===== src/rtl/pscl_pkg.sv =====
// Shared types and constants of the per-source connection limiter.
// Used by the channel interfaces, the table module and the top level.
package pscl_pkg;

	localparam int ENTRIES   = 64;
	localparam int IDX_W     = $clog2(ENTRIES);
	localparam int ADDR_W    = 32;
	localparam int CNT_W     = 10;
	localparam int CNT_MAX   = (1 << CNT_W) - 1;
	localparam int TOTAL_W   = 16;
	localparam int TOTAL_SAT = (1 << TOTAL_W) - 1;
	localparam int TOT_SUM_W = $clog2(ENTRIES * CNT_MAX + 1);
	localparam int TOT_W     = (TOT_SUM_W > TOTAL_W) ? TOT_SUM_W : TOTAL_W + 1;
	localparam int MAX_RESET = 8;

	typedef enum logic {
		FUNC_CONNECT    = 1'b0,
		FUNC_DISCONNECT = 1'b1
	} func_t;

	typedef enum logic [1:0] {
		ST_IDLE,
		ST_SCAN,
		ST_UPDATE
	} state_t;

	typedef struct packed {
		logic [ADDR_W-1:0] addr;
		logic [CNT_W-1:0]  cnt;
	} entry_t;

	// Outcome of one full pass over the table.
	typedef struct packed {
		logic             done;
		logic             hit;
		logic [IDX_W-1:0] hit_idx;
		logic [CNT_W-1:0] hit_cnt;
		logic             free;
		logic [IDX_W-1:0] free_idx;
	} lookup_t;

	// Write-back of one entry and its valid bit.
	typedef struct packed {
		logic             en;
		logic [IDX_W-1:0] idx;
		entry_t           data;
		logic             set_valid;
		logic             clr_valid;
	} write_t;

endpackage


===== src/rtl/pscl_if.sv =====
// Handshake channel interfaces of the per-source connection limiter.
// Depends on pscl_pkg for field widths.
interface pscl_evt_if;
	logic                         valid;
	logic                         ready;
	logic                         func;
	logic [pscl_pkg::ADDR_W-1:0] source_addr;

	modport source (output valid, func, source_addr, input ready);
	modport sink (input valid, func, source_addr, output ready);
endinterface

interface pscl_res_if;
	logic                          valid;
	logic                          ready;
	logic                          accepted;
	logic                          released;
	logic                          found;
	logic [pscl_pkg::CNT_W-1:0]   count;
	logic [pscl_pkg::TOTAL_W-1:0] total;
	logic                          table_full;

	modport source (output valid, accepted, released, found, count, total, table_full,
		input ready);
	modport sink (input valid, accepted, released, found, count, total, table_full,
		output ready);
endinterface

interface pscl_cfg_if;
	logic                       valid;
	logic                       ready;
	logic [pscl_pkg::CNT_W-1:0] max_per_source;

	modport source (output valid, max_per_source, input ready);
	modport sink (input valid, max_per_source, output ready);
endinterface


===== src/rtl/pscl_table.sv =====
// Address/count table with valid bits and a sequential search engine.
// Depends on pscl_pkg for entry, lookup and write-back types.
module pscl_table (
	input  logic                        clk,
	input  logic                        arst_n,
	input  logic                        start,
	input  logic [pscl_pkg::ADDR_W-1:0] key,
	output pscl_pkg::lookup_t           lkp,
	input  pscl_pkg::write_t            wr
);

	localparam int IW = pscl_pkg::IDX_W;
	localparam logic [IW-1:0] LAST_IDX = IW'(pscl_pkg::ENTRIES - 1);

	pscl_pkg::entry_t mem [pscl_pkg::ENTRIES];
	logic [pscl_pkg::ENTRIES-1:0] valid_q;

	logic          issuing_q;
	logic [IW-1:0] rd_idx_q;
	logic          rd_vld_s1;
	logic [IW-1:0] rd_idx_s1;
	pscl_pkg::entry_t rd_data_s1;

	logic                       done_q;
	logic                       hit_q;
	logic [IW-1:0]              hit_idx_q;
	logic [pscl_pkg::CNT_W-1:0] hit_cnt_q;
	logic                       free_q;
	logic [IW-1:0]              free_idx_q;

	logic match;
	logic empty;

	// Memory: one write port, one registered read port.
	always_ff @(posedge clk) begin
		if (wr.en) begin
			mem[wr.idx] <= wr.data;
		end
		rd_data_s1 <= mem[rd_idx_q];
	end

	always_ff @(posedge clk or negedge arst_n) begin
		if (!arst_n) begin
			valid_q <= '0;
		end else if (wr.en) begin
			if (wr.set_valid) begin
				valid_q[wr.idx] <= 1'b1;
			end else if (wr.clr_valid) begin
				valid_q[wr.idx] <= 1'b0;
			end
		end
	end

	// Read address sequencer walks every entry once per search.
	always_ff @(posedge clk or negedge arst_n) begin
		if (!arst_n) begin
			issuing_q <= 1'b0;
			rd_idx_q  <= '0;
			rd_vld_s1 <= 1'b0;
			rd_idx_s1 <= '0;
		end else begin
			rd_vld_s1 <= issuing_q;
			rd_idx_s1 <= rd_idx_q;
			if (start) begin
				issuing_q <= 1'b1;
				rd_idx_q  <= '0;
			end else if (issuing_q) begin
				if (rd_idx_q == LAST_IDX) begin
					issuing_q <= 1'b0;
				end else begin
					rd_idx_q <= rd_idx_q + 1'b1;
				end
			end
		end
	end

	always_comb begin
		match = rd_vld_s1 && valid_q[rd_idx_s1] && (rd_data_s1.addr == key);
		empty = rd_vld_s1 && !valid_q[rd_idx_s1];
	end

	// Keep the matching entry and the lowest free entry seen so far.
	always_ff @(posedge clk or negedge arst_n) begin
		if (!arst_n) begin
			done_q     <= 1'b0;
			hit_q      <= 1'b0;
			hit_idx_q  <= '0;
			hit_cnt_q  <= '0;
			free_q     <= 1'b0;
			free_idx_q <= '0;
		end else begin
			done_q <= rd_vld_s1 && (rd_idx_s1 == LAST_IDX);
			if (start) begin
				hit_q  <= 1'b0;
				free_q <= 1'b0;
			end else begin
				if (match && !hit_q) begin
					hit_q     <= 1'b1;
					hit_idx_q <= rd_idx_s1;
					hit_cnt_q <= rd_data_s1.cnt;
				end
				if (empty && !free_q) begin
					free_q     <= 1'b1;
					free_idx_q <= rd_idx_s1;
				end
			end
		end
	end

	always_comb begin
		lkp.done     = done_q;
		lkp.hit      = hit_q;
		lkp.hit_idx  = hit_idx_q;
		lkp.hit_cnt  = hit_cnt_q;
		lkp.free     = free_q;
		lkp.free_idx = free_idx_q;
	end

	a_hit_is_valid: assert property (@(posedge clk) disable iff (!arst_n)
		done_q && hit_q |-> valid_q[hit_idx_q])
		else $error("search hit points at an invalid entry");

	a_free_is_empty: assert property (@(posedge clk) disable iff (!arst_n)
		done_q && free_q |-> !valid_q[free_idx_q])
		else $error("free entry reported for a valid slot");

	a_done_single: assert property (@(posedge clk) disable iff (!arst_n)
		done_q |=> !done_q)
		else $error("search done held for more than one cycle");

endmodule


===== src/rtl/per_source_connection_limiter.sv =====
// Top level of the per-source connection limiter.
// Depends on pscl_pkg, the channel interfaces in pscl_if and pscl_table.

// Each event item on evt is a connect or a disconnect for one IPv4 source
// address, and yields exactly one result item on res with the address's
// count after the event and the running total over all sources. The block
// handles one event at a time: after an item is accepted, the table search
// reads every one of the ENTRIES slots from a single-port-read memory, one
// slot per cycle, and then performs the update, so a new event is taken only
// once the previous one has passed its update. The event rate is set by the
// memory read port that the linear search walks. The result sits in an output
// register, so a stalled res channel does not block the search of the next
// item; only the write-back waits for the register to free up. The limit
// max_per_source (reset 8) is written through cfg, which is always ready, and
// should only be changed while no event is in flight. A new address is
// admitted with count 1 even when the limit is 0, a full table refuses new
// addresses with table_full, and total saturates at its field width.
module per_source_connection_limiter (
	input logic        clk,
	input logic        arst_n,
	pscl_evt_if.sink   evt,
	pscl_res_if.source res,
	pscl_cfg_if.sink   cfg
);

	localparam int CW = pscl_pkg::CNT_W;
	localparam int TW = pscl_pkg::TOT_W;
	localparam int OW = pscl_pkg::TOTAL_W;

	pscl_pkg::state_t  state_q;
	pscl_pkg::state_t  state_nxt;
	pscl_pkg::func_t   func_q;
	logic [pscl_pkg::ADDR_W-1:0] addr_q;
	logic [CW-1:0]     max_q;
	logic [TW-1:0]     total_q;

	pscl_pkg::lookup_t lkp;
	pscl_pkg::write_t  wr;

	logic evt_take;
	logic upd_go;

	// Result computed in the update cycle.
	logic          r_acc;
	logic          r_rel;
	logic [CW-1:0] r_cnt;
	logic          r_full;
	logic [TW-1:0] total_nxt;

	// Output register.
	logic          res_valid_q;
	logic          acc_q;
	logic          rel_q;
	logic          found_q;
	logic [CW-1:0] cnt_q;
	logic [OW-1:0] tot_q;
	logic          full_q;

	pscl_table u_table (
		.clk    (clk),
		.arst_n (arst_n),
		.start  (evt_take),
		.key    (addr_q),
		.lkp    (lkp),
		.wr     (wr)
	);

	// The limit register is the only configuration state.
	assign cfg.ready = 1'b1;

	always_ff @(posedge clk or negedge arst_n) begin
		if (!arst_n) begin
			max_q <= CW'(pscl_pkg::MAX_RESET);
		end else if (cfg.valid) begin
			max_q <= cfg.max_per_source;
		end
	end

	// Next-state logic.
	always_comb begin
		state_nxt = state_q;
		case (state_q)
			pscl_pkg::ST_IDLE: begin
				if (evt.valid) begin
					state_nxt = pscl_pkg::ST_SCAN;
				end
			end
			pscl_pkg::ST_SCAN: begin
				if (lkp.done) begin
					state_nxt = pscl_pkg::ST_UPDATE;
				end
			end
			pscl_pkg::ST_UPDATE: begin
				if (!res_valid_q || res.ready) begin
					state_nxt = pscl_pkg::ST_IDLE;
				end
			end
			default: begin
				state_nxt = pscl_pkg::ST_IDLE;
			end
		endcase
	end

	// State outputs.
	always_comb begin
		evt.ready = 1'b0;
		upd_go    = 1'b0;
		case (state_q)
			pscl_pkg::ST_IDLE: begin
				evt.ready = 1'b1;
			end
			pscl_pkg::ST_UPDATE: begin
				upd_go = !res_valid_q || res.ready;
			end
			default: begin
				evt.ready = 1'b0;
				upd_go    = 1'b0;
			end
		endcase
	end

	assign evt_take = evt.valid && evt.ready;

	always_ff @(posedge clk or negedge arst_n) begin
		if (!arst_n) begin
			state_q <= pscl_pkg::ST_IDLE;
		end else begin
			state_q <= state_nxt;
		end
	end

	// The event is held for the whole search; the table compares against addr_q.
	always_ff @(posedge clk) begin
		if (evt_take) begin
			func_q <= pscl_pkg::func_t'(evt.func);
			addr_q <= evt.source_addr;
		end
	end

	// Event semantics, applied once the search has found the entry (if any)
	// and the lowest free slot.
	always_comb begin
		r_acc          = 1'b0;
		r_rel          = 1'b0;
		r_cnt          = '0;
		r_full         = 1'b0;
		total_nxt      = total_q;
		wr.en          = 1'b0;
		wr.idx         = lkp.hit_idx;
		wr.data.addr   = addr_q;
		wr.data.cnt    = lkp.hit_cnt;
		wr.set_valid   = 1'b0;
		wr.clr_valid   = 1'b0;
		if (func_q == pscl_pkg::FUNC_CONNECT) begin
			if (lkp.hit) begin
				r_cnt = lkp.hit_cnt;
				if (lkp.hit_cnt < max_q) begin
					r_cnt       = lkp.hit_cnt + 1'b1;
					r_acc       = 1'b1;
					total_nxt   = total_q + 1'b1;
					wr.en       = upd_go;
					wr.data.cnt = r_cnt;
				end
			end else if (lkp.free) begin
				r_cnt        = CW'(1);
				r_acc        = 1'b1;
				total_nxt    = total_q + 1'b1;
				wr.en        = upd_go;
				wr.idx       = lkp.free_idx;
				wr.data.cnt  = CW'(1);
				wr.set_valid = 1'b1;
			end else begin
				r_full = 1'b1;
			end
		end else begin
			if (lkp.hit) begin
				r_cnt = lkp.hit_cnt;
				if (lkp.hit_cnt != '0) begin
					r_cnt     = lkp.hit_cnt - 1'b1;
					total_nxt = total_q - 1'b1;
				end
				wr.en        = upd_go;
				wr.data.cnt  = r_cnt;
				wr.clr_valid = (r_cnt == '0);
			end
			r_rel = (r_cnt == '0);
		end
	end

	always_ff @(posedge clk or negedge arst_n) begin
		if (!arst_n) begin
			total_q     <= '0;
			res_valid_q <= 1'b0;
		end else begin
			if (upd_go) begin
				total_q     <= total_nxt;
				res_valid_q <= 1'b1;
			end else if (res.ready) begin
				res_valid_q <= 1'b0;
			end
		end
	end

	always_ff @(posedge clk) begin
		if (upd_go) begin
			acc_q   <= r_acc;
			rel_q   <= r_rel;
			found_q <= lkp.hit;
			cnt_q   <= r_cnt;
			full_q  <= r_full;
			if (total_nxt > TW'(pscl_pkg::TOTAL_SAT)) begin
				tot_q <= OW'(pscl_pkg::TOTAL_SAT);
			end else begin
				tot_q <= total_nxt[OW-1:0];
			end
		end
	end

	assign res.valid      = res_valid_q;
	assign res.accepted   = acc_q;
	assign res.released   = rel_q;
	assign res.found      = found_q;
	assign res.count      = cnt_q;
	assign res.total      = tot_q;
	assign res.table_full = full_q;

	a_write_in_update: assert property (@(posedge clk) disable iff (!arst_n)
		wr.en |-> state_q == pscl_pkg::ST_UPDATE && lkp.done == 1'b0)
		else $error("table written outside the update cycle");

	a_result_follows_update: assert property (@(posedge clk) disable iff (!arst_n)
		$rose(res_valid_q) |-> $past(state_q) == pscl_pkg::ST_UPDATE)
		else $error("result raised without an update");

	a_acc_full_exclusive: assert property (@(posedge clk) disable iff (!arst_n)
		res_valid_q |-> !(acc_q && full_q) && !(acc_q && rel_q) && (!acc_q || cnt_q != '0))
		else $error("inconsistent result flags");

endmodule


===== src/flat_wrapper.sv =====
// flat-port wrapper written by rule: the top's interface ports become plain ports
module per_source_connection_limiter_flat 
  (clk, arst_n, evt_valid, evt_func, evt_source_addr, evt_ready, res_valid, res_accepted, res_released, res_found, res_count, res_total, res_table_full, res_ready, cfg_valid, cfg_max_per_source, cfg_ready);
  pscl_evt_if evt_i ();
  pscl_res_if res_i ();
  pscl_cfg_if cfg_i ();
  input logic clk;
  input logic arst_n;
  input wire logic [$bits(evt_i.valid)-1:0] evt_valid;
  input wire logic [$bits(evt_i.func)-1:0] evt_func;
  input wire logic [$bits(evt_i.source_addr)-1:0] evt_source_addr;
  output wire logic [$bits(evt_i.ready)-1:0] evt_ready;
  output wire logic [$bits(res_i.valid)-1:0] res_valid;
  output wire logic [$bits(res_i.accepted)-1:0] res_accepted;
  output wire logic [$bits(res_i.released)-1:0] res_released;
  output wire logic [$bits(res_i.found)-1:0] res_found;
  output wire logic [$bits(res_i.count)-1:0] res_count;
  output wire logic [$bits(res_i.total)-1:0] res_total;
  output wire logic [$bits(res_i.table_full)-1:0] res_table_full;
  input wire logic [$bits(res_i.ready)-1:0] res_ready;
  input wire logic [$bits(cfg_i.valid)-1:0] cfg_valid;
  input wire logic [$bits(cfg_i.max_per_source)-1:0] cfg_max_per_source;
  output wire logic [$bits(cfg_i.ready)-1:0] cfg_ready;
  assign evt_i.valid = evt_valid;
  assign evt_i.func = evt_func;
  assign evt_i.source_addr = evt_source_addr;
  assign evt_ready = evt_i.ready;
  assign res_valid = res_i.valid;
  assign res_accepted = res_i.accepted;
  assign res_released = res_i.released;
  assign res_found = res_i.found;
  assign res_count = res_i.count;
  assign res_total = res_i.total;
  assign res_table_full = res_i.table_full;
  assign res_i.ready = res_ready;
  assign cfg_i.valid = cfg_valid;
  assign cfg_i.max_per_source = cfg_max_per_source;
  assign cfg_ready = cfg_i.ready;
  per_source_connection_limiter u_core (.clk(clk), .arst_n(arst_n), .evt(evt_i), .res(res_i), .cfg(cfg_i));
endmodule

===== config.mk =====
export PLATFORM = sky130hd
export DESIGN_NAME = per_source_connection_limiter_flat
export DESIGN_NICKNAME = d
export VERILOG_FILES = /design/src/rtl/pscl_pkg.sv /design/src/rtl/pscl_if.sv /design/src/rtl/pscl_table.sv /design/src/rtl/per_source_connection_limiter.sv /design/src/flat_wrapper.sv
export SDC_FILE = /design/constraint.sdc
export NUM_CORES = 2
export LEC_CHECK = 0
export BUFFER_PORTS_ARGS = -buffer_cell sky130_fd_sc_hd__buf_2
export CAP_MARGIN = 0
export CORE_ASPECT_RATIO = 0.9
export CORE_MARGIN = 4
export CORE_UTILIZATION = 55
export DETAILED_ROUTE_END_ITERATION = 6
export PLACE_DENSITY = 0.71
export SLEW_MARGIN = 20
export SYNTH_ARGS = -nofsm -noshare
export SYNTH_HDL_FRONTEND = slang
export SYNTH_SLANG_ARGS = --single-unit

===== constraint.sdc =====
create_clock -name clk -period 6.8 [get_ports clk]
set_input_delay 0.68 -clock clk [delete_from_list [all_inputs] [get_ports clk]]
set_output_delay 0.68 -clock clk [all_outputs]
set_load 0.05 [all_outputs]

=== Yosys cells after proc, flatten, opt, wreduce, memory -nomap -nowiden ===
Memory sizes are Yosys's and may differ from the RTL's. A register that Yosys moved wholly into a read port is not among the register bits.
Index checks and enable logic that the tools add are counted.

* Memory bits (writable): 2688
* Logic and storage cells: 135
* Register bits after elaboration: 196
* Memories: 1
* Input bits: 48

* Multiplexer cells: 60
* Add/sub/neg operators: 5
* Equality and inequality tests: 9
* Magnitude comparators: 5
* Reductions and logical operators: 28
* Bitwise logic cells: 4

{| class="wikitable"
|+ Memory list
! memory !! depth !! bits a word !! rd ports !! clocked after memory_dff !! write ports !! line !! source
|-
| u_core.u_table.mem || 64 || 42 || 1 || 1 || 1 || pscl_table.sv:15 || <nowiki>pscl_pkg::entry_t mem [pscl_pkg::ENTRIES];</nowiki>
|}

{| class="wikitable"
|+ Operators with widths
! cell !! count
|-
| 2-to-1 mux 64 bit || 2
|-
| 2-to-1 mux 10 bit || 11
|-
| 2-to-1 mux 17 bit || 6
|-
| bitwise AND 64 bit || 1
|-
| inverter 64 bit || 1
|-
| bitwise OR 64 bit || 1
|-
| == test 32 bit || 1
|-
| 2-to-1 mux 6 bit || 5
|-
| 2-to-1 mux 1 bit || 28
|-
| zero test 10 bit || 2
|-
| adder 17 x 1 -> 17 bit (second input constant) || 1
|-
| > comparator 17 x 16 -> 1 bit (second input constant) || 1
|-
| subtractor 17 x 1 -> 17 bit (second input constant) || 1
|-
| < comparator 6 x 7 -> 1 bit (second input constant) || 2
|-
| == test 6 bit (second input constant) || 2
|-
| 2-to-1 mux 11 bit || 1
|-
| adder 10 x 1 -> 10 bit (second input constant) || 1
|-
| < comparator 10 bit || 1
|-
| nonzero test 10 bit || 1
|-
| nonzero test 2 bit || 5
|-
| subtractor 10 x 1 -> 10 bit (second input constant) || 1
|-
| logical AND 1 bit || 8
|-
| AND reduction 2 bit || 4
|-
| 2-to-1 mux 7 bit || 1
|-
| 16 further kinds || 23
|}

=== Logic depth before layout (Yosys ltp) ===
* Depth in word-level cells: 14
* Depth in mapped cells: 11
* Mapped depth without buffers: 9

=== Hierarchy ===
Synthesis repeated with hierarchy kept, for this count alone.

* Cells, all modules: 4836
* Area, all modules: 113106.0 µm²

{| class="wikitable"
|+ By module, submodules not included
! module !! area an instance (µm²) !! instances !! cells an instance
|-
| pscl_table || 107653.2 || 1 || 4307
|-
| per_source_connection_limiter || 5452.7 || 1 || 529
|}

=== Least setup slack after synthesis ===
Ideal clock, no wire load.

* Kind: register -> register
* Start: register u_core.max_q[3]
* End: memory u_core.u_table.mem[0][5] in the netlist's numbering, data pin
* Data required time: 6059 ps
* Library setup time: 741 ps
* Clock period less this slack: 5487 ps
* Arrival time: 4745 ps
* Setup slack: 1313 ps
* Cell stages (with the launch flop): 9
* Path buffers: 0
* Cell sequence: dfstp_2 > inv_1 > ha_1 > a21o_1 > a21oi_1 > o221a_2 > o21ai_0 > or4_1 > a221oi_1

{| class="wikitable"
|+ RTL lines
! item !! line !! source
|-
| start: declaration || per_source_connection_limiter.sv:34 || <nowiki>logic [CW-1:0] max_q;</nowiki>
|-
| start signal: assignment || per_source_connection_limiter.sv:73 || <nowiki>max_q <= CW'(pscl_pkg::MAX_RESET);</nowiki>
|-
| start signal: assignment || per_source_connection_limiter.sv:75 || <nowiki>max_q <= cfg.max_per_source;</nowiki>
|-
| end: declaration || pscl_table.sv:15 ||
|}

=== Final worst setup path ===
* Start: register u_core.u_table.hit_cnt_q[3] in the netlist's numbering
* End: memory u_core.u_table.mem[56][28] in the netlist's numbering, enable pin

* Word-level cells in the longest chain between the ends: 6

{| class="wikitable"
|+ RTL lines
! item !! line !! source
|-
| start: declaration || pscl_table.sv:27 || <nowiki>logic [pscl_pkg::CNT_W-1:0] hit_cnt_q;</nowiki>
|-
| start signal: assignment || pscl_table.sv:100 || <nowiki>hit_cnt_q <= rd_data_s1.cnt;</nowiki>
|-
| < comparator 10 bit || per_source_connection_limiter.sv:157 || <nowiki>if (lkp.hit_cnt < max_q) begin</nowiki>
|-
| 2-to-1 mux 1 bit || per_source_connection_limiter.sv:157 ||
|-
| 2-to-1 mux 1 bit || per_source_connection_limiter.sv:155 || <nowiki>if (lkp.hit) begin</nowiki>
|-
| 2-to-1 mux 1 bit || per_source_connection_limiter.sv:154 || <nowiki>if (func_q == pscl_pkg::FUNC_CONNECT) begin</nowiki>
|-
| 2-to-1 mux 1 bit || pscl_table.sv:36 || <nowiki>if (wr.en) begin</nowiki>
|-
| 2-to-1 mux 1 bit (not written as such) || pscl_table.sv:37 || <nowiki>mem[wr.idx] <= wr.data;</nowiki>
|}

Every way passes these cells.

==> metrics <==
1st-iter DRT viols 8371; outcome complete, but fails checks; Layout area overhead 13.2%; Worst EP required 7.32 ns; fillers 13318; core area 204000 um2; vias per cell 6.77; CP Class reg -> reg; final WL 287 mm; post-DR wirelength/cell 35.4 um; ys async rst share 0.0455; measured slew at the worst slew-check pin 1.18 ns; unique cell type count in the Yosys netlist 70; Initial Utilization 0.553; largest net degree at the start of global routing 142; most frequent cells in the layout edfxtp_1, mux4_2, clkbuf_16; Die Span X 485 um; VDD IR max 0.451 mV; GP Congestion 0.860; Seq cells post-synth 2926; CTS resizes 0; final count of negative-setup-slack endpoints 0; failing checks design-rule violations; FMAX 210 MHz; TritonCTS Buffers 295; CTS tree built; clock latency on the worst-skew pair 0.93 ns; vias in the first global route 53594; layout cells sized above 1 0.312; Seq/Total Area, Yosys 0.771; HP Class in -> reg; final slew viol count 0; share of the synthesized area in the top cell type 0.734; num ports 81; Final Hold Viols 0; DP Wirelength 164 mm; Final Net Count 5245; critical path endpoint category register; setup TNS 0 ns; root buffer cell clkbuf_16; Port-buffer cells 79; commonest non-fill, non-tap cell in the layout edfxtp_1; initial antenna violation count 9; H-tree Lvls 5; number of nets with antenna violations after routing 0; total power 0.0472 W; Synth Net Count 4902; DRC 2; unrepaired setup endpoints after global routing false; first-pass GRT wire length 411 mm; Chip Height 437 um; Mapped Area 112000 um2; DIE AREA 212000 um2; total track usage 0.274; final period utilization 0.700; site row count 157; grt total ovfl 0; Max clock buf depth 4; Ys Warns 0; Leakage Power 39.3 nW; Clock transition at path regs 0.06 ns; ys flop type edfxtp_1; TritonRoute pass-1 iters 7; Crit path arrival time 5.27 ns; Synth area leader edfxtp_1; top cells by area, synth edfxtp_1, mux4_2, dfrtp_1; via count 54796; clock sinks 2926; Post-synth EDFFs 2751; Syn Area/Cell 23.2 um2; worst hold slack 0.0800 ns; PD cells 371 nW/um2; Max Cap Viol 0; Cells after Synth 4840; crit-path max FO 26; Fin Clk Skew 0.0465 ns; relative slew slack 0.214; CP startpoint kind register; fin crit period 4.76 ns
metrics by stage:
step / worst slack (ns) / util / instance area (um2) / instances
after floorplan: 1.31 / - / 112000 / 4840
after global placement: 2.04 / 0.578 / 118000 / 7541
after detailed placement: 2.10 / 0.579 / 118000 / 7547
after CTS: 2.11 / 0.625 / 127000 / 8091
after global routing: 1.81 / 0.626 / 127000 / 8098
final: 2.04 / 0.626 / 127000 / 8099
state kept, by name, summed over array words and instances (netlist names), 10 cells and up, named ones only:
signal,cells
u_core.u_table.mem,2688
u_core.u_table.rd_data_s1,42
u_core.addr_q,32
u_core.total_q,17
u_core.res.total,16
u_core.max_q,10
u_core.res.count,10
u_core.u_table.hit_cnt_q,10
final timing paths:
kind | from | endpoint | slack (ns) | cells after the start
hold reg to reg | u_core.u_table.issuing_q$_DFF_PN0_ | u_core.u_table.rd_vld_s1$_DFF_PN0_ | 0.41 | 0
max in group asynchronous | arst_n | u_core.u_table.rd_idx_q[5]$_DFFE_PN0P_ | 5.33 | 4
min in group asynchronous | arst_n | u_core.max_q[0]$_DFFE_PN0P_ | 0.34 | 2
setup / recovery | u_core.u_table.hit_cnt_q[3]$_DFFE_PN0P_ | u_core.u_table.mem[56][28]$_DFFE_PP_ | 2.04 | 9
hold / removal | res_ready | u_core.res.valid$_DFFE_PN0P_ | 0.08 | 3
setup reg to reg | u_core.u_table.hit_cnt_q[3]$_DFFE_PN0P_ | u_core.u_table.mem[56][28]$_DFFE_PP_ | 2.04 | 9
synthesized netlist by cell type (all sizes together), types with 8 or more instances:
| cell type | count |
|---|---|
| a21oi | 26 |
| a31oi | 8 |
| and3 | 12 |
| buf | 82 |
| clkbuf | 174 |
| dfrtp | 132 |
| dfxtp | 42 |
| edfxtp | 2751 |
| ha | 14 |
| inv | 30 |
| mux2 | 24 |
| mux2i | 8 |
| mux4 | 898 |
| nand2 | 92 |
| nand2b | 15 |
| nand3 | 22 |
| nand4 | 10 |
| nor2 | 104 |
| nor3 | 27 |
| nor4 | 18 |
| o21ai | 171 |
| or3 | 9 |
| xnor2 | 25 |
| xor2 | 45 |
per-layer routing:
metal | vias up | wire length (um) | track usage
li1 | 21317 | - | -
met1 | 29327 | 111000 | 0.410
met2 | 3588 | 134000 | 0.410
met3 | 558 | 32500 | 0.0614
met4 | 6 | 9800 | 0.0844
met5 | - | 39 | 0
critical path, cell delays in order, from the launching register on:
cell      delay, ns
dfrtp_1        0.50
ha_1           0.36
a21o_1         0.16
a21oi_1        0.20
o221ai_1       0.42
a21oi_1        0.66
o21ai_2        0.35
buf_4          0.31
nor2_4         0.67
buf_4          0.69
kinds of logic after synthesis:
kind of cell | synth area share
compound gates | 0.0140
xor+xnor | 0.00545
fa+ha+maj | 0.00156
buf+inv | 0.00981
flops | 0.771
mux | 0.183
other cells | 0.0000333
simple gates | 0.0149
area by class of cell:
type | instances | area (um2) | area share
Tap cell | 2703 | 3380 | 0.0265
Antenna cell | 2 | 5.00 | 0.0000393
Multi-Input combinational cell | 1627 | 25200 | 0.198
Clock buffer | 362 | 7780 | 0.0611
Clock inverter | 146 | 1370 | 0.0108
Inverter | 31 | 116 | 0.000913
Timing Repair Buffer | 302 | 2710 | 0.0213
Sequential cell | 2926 | 86800 | 0.681
repair_timing:
action                                 4_1_cts  5_1_grt
endpoints found under the hold margin       92        1
buffers inserted                             0        0
hold buffers                                36        1
report_power, final:
part           switching, W  internal, W  leakage (nW)
clock               0.00659      0.00906          4.46
combinational       0.00556      0.00557          8.58
sequential         0.000664       0.0198          26.3
No activity file was read; power rests on OpenSTA's default activity.
